===== src/npl_pkg.sv =====
// ----------------------------------------------------------------------------
// npl_pkg
// Shared sizes, types and state codes of the next-permutation core.
// ----------------------------------------------------------------------------
package npl_pkg;

  localparam int unsigned MaxLen    = 16;
  localparam int unsigned ElemWidth = 16;
  localparam int unsigned AddrW     = $clog2(MaxLen);
  localparam int unsigned CntW      = $clog2(MaxLen + 1);

  typedef logic [ElemWidth-1:0] elem_t;
  typedef logic [AddrW-1:0]     addr_t;
  typedef logic [CntW-1:0]      cnt_t;

  typedef enum logic [5:0] {
    ST_LOAD   = 6'b000001,
    ST_PSCAN  = 6'b000010,
    ST_SSCAN  = 6'b000100,
    ST_SWAP_P = 6'b001000,
    ST_SWAP_S = 6'b010000,
    ST_EMIT   = 6'b100000
  } state_e;

  // Sequencer to output stage: load the RAM read data with these flags.
  typedef struct packed {
    logic load;
    logic last;
    logic wrapped;
    logic ovf;
  } emit_t;

endpackage


===== src/npl_in_if.sv =====
// ----------------------------------------------------------------------------
// npl_in_if
// Input channel: one sequence element per item, last one marked.
// ----------------------------------------------------------------------------
interface npl_in_if;
  import npl_pkg::*;

  logic  valid;
  logic  ready;
  elem_t elem_value;
  logic  is_final;

  modport source (output valid, output elem_value, output is_final, input ready);
  modport sink   (input valid, input elem_value, input is_final, output ready);
endinterface


===== src/npl_out_if.sv =====
// ----------------------------------------------------------------------------
// npl_out_if
// Output channel: one element of the next permutation per item.
// ----------------------------------------------------------------------------
interface npl_out_if;
  import npl_pkg::*;

  logic  valid;
  logic  ready;
  elem_t out_value;
  logic  out_final;
  logic  wrapped;
  logic  overflowed;

  modport source (output valid, output out_value, output out_final, output wrapped,
                  output overflowed, input ready);
  modport sink   (input valid, input out_value, input out_final, input wrapped,
                  input overflowed, output ready);
endinterface


===== src/npl_ram.sv =====
// ----------------------------------------------------------------------------
// npl_ram
// Generic single-write, single-read RAM with registered read data.
// ----------------------------------------------------------------------------
module npl_ram #(
  parameter int unsigned Width = 16,
  parameter int unsigned Depth = 16
) (
  input  logic                     clk_i,
  input  logic                     we_i,
  input  logic [$clog2(Depth)-1:0] waddr_i,
  input  logic [Width-1:0]         wdata_i,
  input  logic [$clog2(Depth)-1:0] raddr_i,
  output logic [Width-1:0]         rdata_o
);

  logic [Width-1:0] mem_q [Depth];
  logic [Width-1:0] rdata_q;

  always_ff @(posedge clk_i) begin
    if (we_i) begin
      mem_q[waddr_i] <= wdata_i;
    end
    rdata_q <= mem_q[raddr_i];
  end

  assign rdata_o = rdata_q;

endmodule


===== src/npl_ctrl.sv =====
// ----------------------------------------------------------------------------
// npl_ctrl
// Sequencer: loads elements, scans for pivot and successor, swaps in
// place and streams the result with the suffix read in reverse order.
// ----------------------------------------------------------------------------
module npl_ctrl (
  input  logic           clk_i,
  input  logic           rst_ni,
  input  logic           in_valid_i,
  input  npl_pkg::elem_t in_value_i,
  input  logic           in_final_i,
  output logic           in_ready_o,
  input  logic           out_free_i,
  input  npl_pkg::elem_t rdata_i,
  output logic           we_o,
  output npl_pkg::addr_t waddr_o,
  output npl_pkg::elem_t wdata_o,
  output npl_pkg::addr_t raddr_o,
  output npl_pkg::emit_t emit_o
);
  import npl_pkg::*;

  state_e state_q, state_d;
  cnt_t   cnt_q, cnt_d;
  logic   ovf_q, ovf_d;
  cnt_t   n_q, n_d;
  addr_t  ra_q, ra_d;
  logic   iss_q, iss_d;
  logic   rv_q, rv_d;
  addr_t  la_q, la_d;
  elem_t  prev_q, prev_d;
  addr_t  piv_q, piv_d;
  elem_t  pv_q, pv_d;
  addr_t  suc_q, suc_d;
  elem_t  sv_q, sv_d;
  logic   wrap_q, wrap_d;
  cnt_t   k_q, k_d;
  cnt_t   rs_q, rs_d;
  logic   last_q, last_d;

  logic           full;
  cnt_t           cnt_inc;
  cnt_t           n_new;
  cnt_t           n_new_m1;
  cnt_t           n_m1_c;
  addr_t          n_m1;
  logic [CntW:0]  rev_idx;
  addr_t          e_addr;

  assign full     = (cnt_q == cnt_t'(MaxLen));
  assign cnt_inc  = cnt_q + cnt_t'(1);
  assign n_new    = full ? cnt_q : cnt_inc;
  assign n_new_m1 = n_new - cnt_t'(1);
  assign n_m1_c   = n_q - cnt_t'(1);
  assign n_m1     = n_m1_c[AddrW-1:0];

  // Suffix after the pivot comes out reversed: index n-1+rs-k.
  assign rev_idx = {1'b0, n_q} - {{CntW{1'b0}}, 1'b1} + {1'b0, rs_q} - {1'b0, k_q};
  assign e_addr  = (k_q < rs_q) ? k_q[AddrW-1:0] : rev_idx[AddrW-1:0];

  assign in_ready_o = (state_q == ST_LOAD);

  always_comb begin
    state_d = state_q;
    cnt_d   = cnt_q;
    ovf_d   = ovf_q;
    n_d     = n_q;
    ra_d    = ra_q;
    iss_d   = iss_q;
    rv_d    = rv_q;
    la_d    = la_q;
    prev_d  = prev_q;
    piv_d   = piv_q;
    pv_d    = pv_q;
    suc_d   = suc_q;
    sv_d    = sv_q;
    wrap_d  = wrap_q;
    k_d     = k_q;
    rs_d    = rs_q;
    last_d  = last_q;
    we_o    = 1'b0;
    waddr_o = cnt_q[AddrW-1:0];
    wdata_o = in_value_i;
    raddr_o = ra_q;
    emit_o  = '0;

    unique case (state_q)
      ST_LOAD: begin
        if (in_valid_i) begin
          if (!full) begin
            we_o  = 1'b1;
            cnt_d = cnt_inc;
          end else begin
            ovf_d = 1'b1;
          end
          if (in_final_i) begin
            n_d     = n_new;
            ra_d    = n_new_m1[AddrW-1:0];
            iss_d   = 1'b1;
            rv_d    = 1'b0;
            wrap_d  = 1'b0;
            state_d = ST_PSCAN;
          end
        end
      end

      // Reads go out one per cycle from the right; each compare works on the registered read data.
      ST_PSCAN: begin
        if (iss_q) begin
          if (ra_q == '0) iss_d = 1'b0;
          else            ra_d  = ra_q - addr_t'(1);
        end
        rv_d = iss_q;
        la_d = ra_q;
        if (rv_q) begin
          prev_d = rdata_i;
          if (la_q != n_m1 && rdata_i < prev_q) begin
            piv_d   = la_q;
            pv_d    = rdata_i;
            ra_d    = n_m1;
            iss_d   = 1'b1;
            rv_d    = 1'b0;
            state_d = ST_SSCAN;
          end else if (la_q == '0) begin
            // no ascent: emit whole sequence reversed
            wrap_d  = 1'b1;
            rs_d    = '0;
            k_d     = '0;
            rv_d    = 1'b0;
            state_d = ST_EMIT;
          end
        end
      end

      // The element right of the pivot is larger, so this always hits.
      ST_SSCAN: begin
        if (iss_q) begin
          if (ra_q == '0) iss_d = 1'b0;
          else            ra_d  = ra_q - addr_t'(1);
        end
        rv_d = iss_q;
        la_d = ra_q;
        if (rv_q && rdata_i > pv_q) begin
          suc_d   = la_q;
          sv_d    = rdata_i;
          rv_d    = 1'b0;
          state_d = ST_SWAP_P;
        end
      end

      ST_SWAP_P: begin
        we_o    = 1'b1;
        waddr_o = piv_q;
        wdata_o = sv_q;
        state_d = ST_SWAP_S;
      end

      ST_SWAP_S: begin
        we_o    = 1'b1;
        waddr_o = suc_q;
        wdata_o = pv_q;
        rs_d    = cnt_t'(piv_q) + cnt_t'(1);
        k_d     = '0;
        state_d = ST_EMIT;
      end

      // One read in flight at most; issued only when the output register
      // is sure to be empty when the data lands.
      ST_EMIT: begin
        raddr_o = e_addr;
        if (!rv_q && out_free_i) begin
          rv_d   = 1'b1;
          last_d = (k_q == n_m1_c);
          k_d    = k_q + cnt_t'(1);
        end
        if (rv_q) begin
          emit_o.load    = 1'b1;
          emit_o.last    = last_q;
          emit_o.wrapped = wrap_q;
          emit_o.ovf     = ovf_q;
          rv_d           = 1'b0;
          if (last_q) begin
            cnt_d   = '0;
            ovf_d   = 1'b0;
            state_d = ST_LOAD;
          end
        end
      end

      default: state_d = ST_LOAD;
    endcase
  end

  always_ff @(posedge clk_i or negedge rst_ni) begin
    if (!rst_ni) begin
      state_q <= ST_LOAD;
      cnt_q   <= '0;
      ovf_q   <= 1'b0;
      iss_q   <= 1'b0;
      rv_q    <= 1'b0;
    end else begin
      state_q <= state_d;
      cnt_q   <= cnt_d;
      ovf_q   <= ovf_d;
      iss_q   <= iss_d;
      rv_q    <= rv_d;
    end
  end

  always_ff @(posedge clk_i) begin
    n_q    <= n_d;
    ra_q   <= ra_d;
    la_q   <= la_d;
    prev_q <= prev_d;
    piv_q  <= piv_d;
    pv_q   <= pv_d;
    suc_q  <= suc_d;
    sv_q   <= sv_d;
    wrap_q <= wrap_d;
    k_q    <= k_d;
    rs_q   <= rs_d;
    last_q <= last_d;
  end

endmodule


===== src/npl_out.sv =====
// ----------------------------------------------------------------------------
// npl_out
// Output register: holds one result item until the receiver takes it.
// ----------------------------------------------------------------------------
module npl_out (
  input  logic              clk_i,
  input  logic              rst_ni,
  input  npl_pkg::emit_t    emit_i,
  input  npl_pkg::elem_t    rdata_i,
  output logic              free_o,
  npl_out_if.source         out_o
);
  import npl_pkg::*;

  logic  valid_q, valid_d;
  elem_t value_q;
  logic  final_q;
  logic  wrap_q;
  logic  ovf_q;

  assign free_o = !valid_q || out_o.ready;

  always_comb begin
    valid_d = valid_q;
    if (emit_i.load)      valid_d = 1'b1;
    else if (out_o.ready) valid_d = 1'b0;
  end

  always_ff @(posedge clk_i or negedge rst_ni) begin
    if (!rst_ni) begin
      valid_q <= 1'b0;
    end else begin
      valid_q <= valid_d;
    end
  end

  always_ff @(posedge clk_i) begin
    if (emit_i.load) begin
      value_q <= rdata_i;
      final_q <= emit_i.last;
      wrap_q  <= emit_i.wrapped;
      ovf_q   <= emit_i.ovf;
    end
  end

  assign out_o.valid      = valid_q;
  assign out_o.out_value  = value_q;
  assign out_o.out_final  = final_q;
  assign out_o.wrapped    = wrap_q;
  assign out_o.overflowed = ovf_q;

endmodule


===== src/next_lexicographic_permutation_core.sv =====
// ----------------------------------------------------------------------------
// next_lexicographic_permutation_core
// Loads a sequence and streams out its next lexicographic permutation.
// ----------------------------------------------------------------------------
// Usage:
//   in_i  takes one element per item; is_final marks the last one. Up to
//         MaxLen elements are stored, later ones are dropped and flagged.
//   out_o gives one item per stored element, out_final on the last one;
//         wrapped and overflowed are the same on every item of a sequence.
// Flow:
//   load: in_i ready whenever the block is loading.
//   pivot scan: reads from the right down to the pivot; successor scan:
//   reads from the right down to the successor; swap: two writes; emission:
//   one read in flight at most. Scans and emission share the single read
//   port of the element RAM, whose read data is registered.
//   in_i is not ready from the final element until the last result is in
//   the output register.
// Reset: clears the element count, overflow flag and control state; the
//   element RAM is not cleared, only entries of the current load are read.
// Stall: a result stays in the output register while out_o.ready is low and
//   no further RAM read is issued until it is taken.
// ----------------------------------------------------------------------------
module next_lexicographic_permutation_core (
  input  logic       clk_i,
  input  logic       rst_ni,
  npl_in_if.sink     in_i,
  npl_out_if.source  out_o
);
  import npl_pkg::*;

  logic  we;
  addr_t waddr;
  elem_t wdata;
  addr_t raddr;
  elem_t rdata;
  logic  out_free;
  emit_t emit;
  logic  in_ready;

  npl_ram #(
    .Width (ElemWidth),
    .Depth (MaxLen)
  ) u_ram (
    .clk_i   (clk_i),
    .we_i    (we),
    .waddr_i (waddr),
    .wdata_i (wdata),
    .raddr_i (raddr),
    .rdata_o (rdata)
  );

  npl_ctrl u_ctrl (
    .clk_i      (clk_i),
    .rst_ni     (rst_ni),
    .in_valid_i (in_i.valid),
    .in_value_i (in_i.elem_value),
    .in_final_i (in_i.is_final),
    .in_ready_o (in_ready),
    .out_free_i (out_free),
    .rdata_i    (rdata),
    .we_o       (we),
    .waddr_o    (waddr),
    .wdata_o    (wdata),
    .raddr_o    (raddr),
    .emit_o     (emit)
  );

  assign in_i.ready = in_ready;

  npl_out u_out (
    .clk_i   (clk_i),
    .rst_ni  (rst_ni),
    .emit_i  (emit),
    .rdata_i (rdata),
    .free_o  (out_free),
    .out_o   (out_o)
  );

endmodule


===== src/flat_wrapper.sv =====
// flat-port wrapper written by rule: the top's interface ports become plain ports
module next_lexicographic_permutation_core_flat import npl_pkg::*;
  (clk_i, rst_ni, in_i_valid, in_i_elem_value, in_i_is_final, in_i_ready, out_o_valid, out_o_out_value, out_o_out_final, out_o_wrapped, out_o_overflowed, out_o_ready);
  npl_in_if in_i_i ();
  npl_out_if out_o_i ();
  input  logic clk_i;
  input  logic rst_ni;
  input wire logic [$bits(in_i_i.valid)-1:0] in_i_valid;
  input wire logic [$bits(in_i_i.elem_value)-1:0] in_i_elem_value;
  input wire logic [$bits(in_i_i.is_final)-1:0] in_i_is_final;
  output wire logic [$bits(in_i_i.ready)-1:0] in_i_ready;
  output wire logic [$bits(out_o_i.valid)-1:0] out_o_valid;
  output wire logic [$bits(out_o_i.out_value)-1:0] out_o_out_value;
  output wire logic [$bits(out_o_i.out_final)-1:0] out_o_out_final;
  output wire logic [$bits(out_o_i.wrapped)-1:0] out_o_wrapped;
  output wire logic [$bits(out_o_i.overflowed)-1:0] out_o_overflowed;
  input wire logic [$bits(out_o_i.ready)-1:0] out_o_ready;
  assign in_i_i.valid = in_i_valid;
  assign in_i_i.elem_value = in_i_elem_value;
  assign in_i_i.is_final = in_i_is_final;
  assign in_i_ready = in_i_i.ready;
  assign out_o_valid = out_o_i.valid;
  assign out_o_out_value = out_o_i.out_value;
  assign out_o_out_final = out_o_i.out_final;
  assign out_o_wrapped = out_o_i.wrapped;
  assign out_o_overflowed = out_o_i.overflowed;
  assign out_o_i.ready = out_o_ready;
  next_lexicographic_permutation_core u_core (.clk_i(clk_i), .rst_ni(rst_ni), .in_i(in_i_i), .out_o(out_o_i));
endmodule

===== config.mk =====
export PLATFORM = sky130hd
export DESIGN_NAME = next_lexicographic_permutation_core_flat
export DESIGN_NICKNAME = d
export VERILOG_FILES = /design/src/npl_pkg.sv /design/src/npl_in_if.sv /design/src/npl_out_if.sv /design/src/npl_ram.sv /design/src/npl_ctrl.sv /design/src/npl_out.sv /design/src/next_lexicographic_permutation_core.sv /design/src/flat_wrapper.sv
export SDC_FILE = /design/constraint.sdc
export NUM_CORES = 1
export LEC_CHECK = 0
export ABC_CLOCK_PERIOD_IN_PS = 5300
export BUFFER_PORTS_ARGS = -buffer_cell sky130_fd_sc_hd__buf_2
export CAP_MARGIN = 20
export CORE_UTILIZATION = 45
export DETAILED_ROUTE_END_ITERATION = 12
export PLACE_DENSITY = 0.65
export SYNTH_ARGS = -nofsm -noshare
export SYNTH_HDL_FRONTEND = slang
export SYNTH_SLANG_ARGS = --single-unit

===== constraint.sdc =====
create_clock -name clk_i -period 5.3 [get_ports clk_i]
set_clock_uncertainty 0.1 [all_clocks]
set_input_delay 0.53 -clock clk_i [delete_from_list [all_inputs] [get_ports clk_i]]
set_output_delay 0.53 -clock clk_i [all_outputs]
set_load 0.02 [all_outputs]

==> implementation parameters <==
Parameter                              Value

Worst setup path
  Worst reg2reg startpoint ... u_core.u_ctrl.k_q[1]
  CP endpoint kind ... flip-flop
  Launch point of the critical path ... u_core.u_ctrl.k_q[1]
  Startpoint type of the worst setup path ... flip-flop
  Maximum fanout count along the critical path ... 35
  Reg2reg setup slack ... 1110 ps
  Worst endpoint data arrival time ... roughly 4600 ps
  Setup CP Type ... flip-flop to flip-flop
  Data required time of the critical path ... roughly 5700 ps

Timing
  Post-route fraction of the period consumed by the critical path ... 79.0%
  RSZ-0062 raised after global routing ... false
  Highest attainable clock frequency ... between 200 and 250 MHz
  Post-layout minimum cycle time ... between 4000 and 5000 ps
  Total negative slack for setup checks ... 0 ps
  Transition time at the pin with the least slew margin ... 1050 ps
  Max-slew headroom ... 30.1%
  Pins over their slew limit ... 0
  Post-route worst setup slack ... around 1100 ps
  Final setup fails ... 0
  Hold Vio Cnt, Final ... 0

Clock network
  Hold buffer count at cts ... 1
  Clock buffer count from CTS ... 40
  Resized Gates After CTS ... 0
  Number of buffers on the longest clock path ... 3
  CTS root buf ... sky130_fd_sc_hd__clkbuf_16
  # Post-CTS Setup Buffers ... 0
  TritonCTS clock tree ... done
  # clock sinks ... 387
  Post-CTS clock slew at the launch and capture registers of the worst setup and hold paths ... around 60 ps
  Number of levels the H-tree was split into ... 2
  Clock Latency Late Sink ... 540 ps

Pwr
  Net switching share of the total power ... 19.5%
  Net switching power of the design ... ~1200 uW
  Power share of the sequential group ... 54.8%
  Highest ir drop seen on vdd ... between 0.2 and 0.25 mV
  Static leakage ... approximately 0.0065 uW
  Relative contribution of the clock network to total power ... around 44%
  Pwr/cell area ... 323 mW/mm2
  Internal power ... 4870 uW
  Combinational fraction of design power ... 0.8%

Cells and area
  Share of layout cells above drive strength 1 ... 13.3%
  Area grow syn2layout ... 12.6%
  Number of antenna diodes ... 0
  Final net count ... around 1,300

Floorplanning
  Full die area ... about 0.038 mm2
  Core Region ... 0.0364 mm2
  Die width ... 194 um
  Starting density of the core ... around 46%
  Die height ... 194 um
  Ports placed on the boundary ... 42
  Number of rows in the core area ... 70

Synth
  Post-synthesis async set-or-reset flop share ... 3.88%
  Cell with the most instances after synthesis ... sky130_fd_sc_hd__edfxtp_1
  Syn_nets ... 1,248
  Fraction of synthesized cell area taken by the top area cell type ... approximately 64%
  Most frequent cells after synthesis ... 356 x sky130_fd_sc_hd__edfxtp_1, 118 x sky130_fd_sc_hd__nand2_1, 109 x sky130_fd_sc_hd__mux2i_1
  Count of flip-flops with a built-in enable after synthesis ... 356
  Synthesized area divided by synthesized cell count ... 14.1 um2
  Synthesized netlist cell count ... 1,179
  Number of storage elements in the synthesis netlist ... between 300 and 400
  Number of different library cells in the post-synthesis netlist ... slightly above 60
  Prevailing post-synth register cell ... sky130_fd_sc_hd__edfxtp_1
  Ranking of synthesized cells by area ... sky130_fd_sc_hd__edfxtp_1 64%, sky130_fd_sc_hd__mux2i_1 6.6%, sky130_fd_sc_hd__ha_1 3.3%
  Synth warnings ... 0
  Register area share after synthesis ... 68.5%
  Post-Synthesis Cell Area ... about 0.017 mm2
  Largest area contributor in the synthesized netlist ... sky130_fd_sc_hd__edfxtp_1

Route
  Total number of vias ... 9,857
  Detailed-routing iteration count for the pre-antenna-repair pass ... 5
  Highest metal layer with signal wires ... met4
  Wire length after detailed routing ... between 30,000 and 40,000 um
  Number of violations reported at the end of detailed-routing iteration 0 ... between 700 and 800
  Via density per instance ... 5.67
  Antenna-violating nets left ... 0
  Metal1 wirelength ... approximately 17,000 um
  Average detailed-routed wire length per instance ... 21.4 um
  Detailed-route DRC error count ... 0
  Met3 Routed Length ... 2120 um
  Total length of routed met2 wires ... 17,100 um

Placement
  Setup slack after placement ... 1160 ps
  HPWL reported at the end of detailed placement ... between 20,000 and 25,000 um
  Port Buffer Count ... 41
  Final weighted congestion in routability-driven placement ... 0.877

GRT
  Wire length of the first global-routing pass ... 56,900 um
  Global-route usage over all layers ... 20.0%
  Largest net degree at the start of global routing ... 53
  Number of antenna violations at the first check in global routing ... 0
  Number of global-route vias before repair ... about 9,500
  Global route total overflow ... 0

Worst hold path
  Start point of the worst min-delay path ... in_i_valid
  HP Class ... primary input to flip-flop

Status
  Run status ... finished clean

Job
  Number of max-cap violations ... 0
registers in the layout, indices dropped and copies added (netlist names), 6 cells and up:
| signal | cells |
|---|---|
| u_core.u_ram.rdata_o | 16 |
| u_core.u_ctrl.pv_q | 16 |
| u_core.u_ctrl.sv_q | 16 |
| u_core.u_out.out_o.out_value | 16 |
| u_core.u_ctrl.prev_q | 16 |
| u_core.u_ram.mem_q | 256 |
| u_core.u_ctrl.state_q | 6 |
stage by stage:
stage	area (um2)	utilization [%]	hold WS (ps)	std cells	total power [uW]
floorplan	16600	-	134	1179	3400
global placement	17400	47.8	358	1663	3430
detailed placement	17400	47.9	358	1664	3430
CTS	18700	51.3	156	1738	6080
global route	18700	51.4	187	1739	6210
finish	18700	51.4	168	1739	6050
worst paths after layout:
kind	to	cells after the start
min in group asynchronous	u_core.u_ctrl.iss_q	2
min reg2reg	u_core.u_ctrl.la_q[0]	0
min	u_core.u_ctrl.ovf_q	3
max in group asynchronous	u_core.u_ctrl.state_q[0]	2
max	u_core.u_ram.rdata_o[2]	11
max reg2reg	u_core.u_ram.rdata_o[2]	11
cells by family (layout without fill, tap and decap cells):
| group | count (synthesis) | after routing | share of synthesized area, % |
|---|---|---|---|
| AO/OA/AOI/OAI | 215 | 215 | 8.76 |
| XOR/XNOR | 26 | 26 | 1.37 |
| adder cells (fa/ha/maj) | 48 | 48 | 3.79 |
| buffers and inverters | 118 | 210 | 3.23 |
| flip-flops | 387 | 387 | 68.5 |
| multiplexers | 110 | 110 | 6.63 |
| AND/OR/NAND/NOR | 275 | 275 | 7.69 |
layer usage:
layer	up-vias	GRT usage [%]
li1	4568	-
met1	4928	28.5
met2	302	31.8
met3	59	2.90
met4	0	5.94
met5	-	0
layout make-up:
| type | instances | area (um2) |
|---|---|---|
| Clock buffer | 50 | 1080 |
| Tap cell | 468 | 586 |
| Clock inverter | 23 | 166 |
| Multi-Input combinational cell | 674 | 4780 |
| Sequential cell | 387 | 11400 |
| Timing Repair Buffer | 75 | 487 |
| Inverter | 62 | 233 |
| Fill cell | 3047 | 17700 |
worst max-delay path: stages, from the launching register on:
cell and delay, ps:
sky130_fd_sc_hd__edfxtp_1 500, sky130_fd_sc_hd__fa_1 550, sky130_fd_sc_hd__inv_1 40, sky130_fd_sc_hd__ha_1 200
sky130_fd_sc_hd__fa_1 460, sky130_fd_sc_hd__or4_1 590, sky130_fd_sc_hd__and3_2 510, sky130_fd_sc_hd__buf_4 330
sky130_fd_sc_hd__mux2i_1 130, sky130_fd_sc_hd__a221oi_1 330, sky130_fd_sc_hd__a21oi_1 100, sky130_fd_sc_hd__a211oi_1 250
power groups by stage:
stage / logic, uW / clock network [uW] / registers (uW)
final: 45.4 / 2690 / 3320
after global routing: 50.6 / 2840 / 3320
after CTS: 45.5 / 2720 / 3320
after detailed placement: 44.7 / 0 / 3380
after global placement: 43.2 / 0 / 3380
after floorplan: 18.7 / 0 / 3380
placed cells by master (no fill, tap or decap), drive strengths merged, types with 5 or more instances in the layout:
master / count
a211oi: 20
a21o: 13
a21oi: 81
a221oi: 17
a22oi: 31
and2: 9
and3: 6
buf: 74
clkbuf: 50
clkinv: 17
dfrtp: 14
dfxtp: 16
edfxtp: 356
ha: 44
inv: 64
mux2i: 109
nand2: 118
nand3: 16
nand4: 6
nor2: 52
nor3: 38
o211ai: 5
o21ai: 21
or4: 5
xnor2: 20
xor2: 6
No activity file was read; power rests on OpenSTA's default activity.
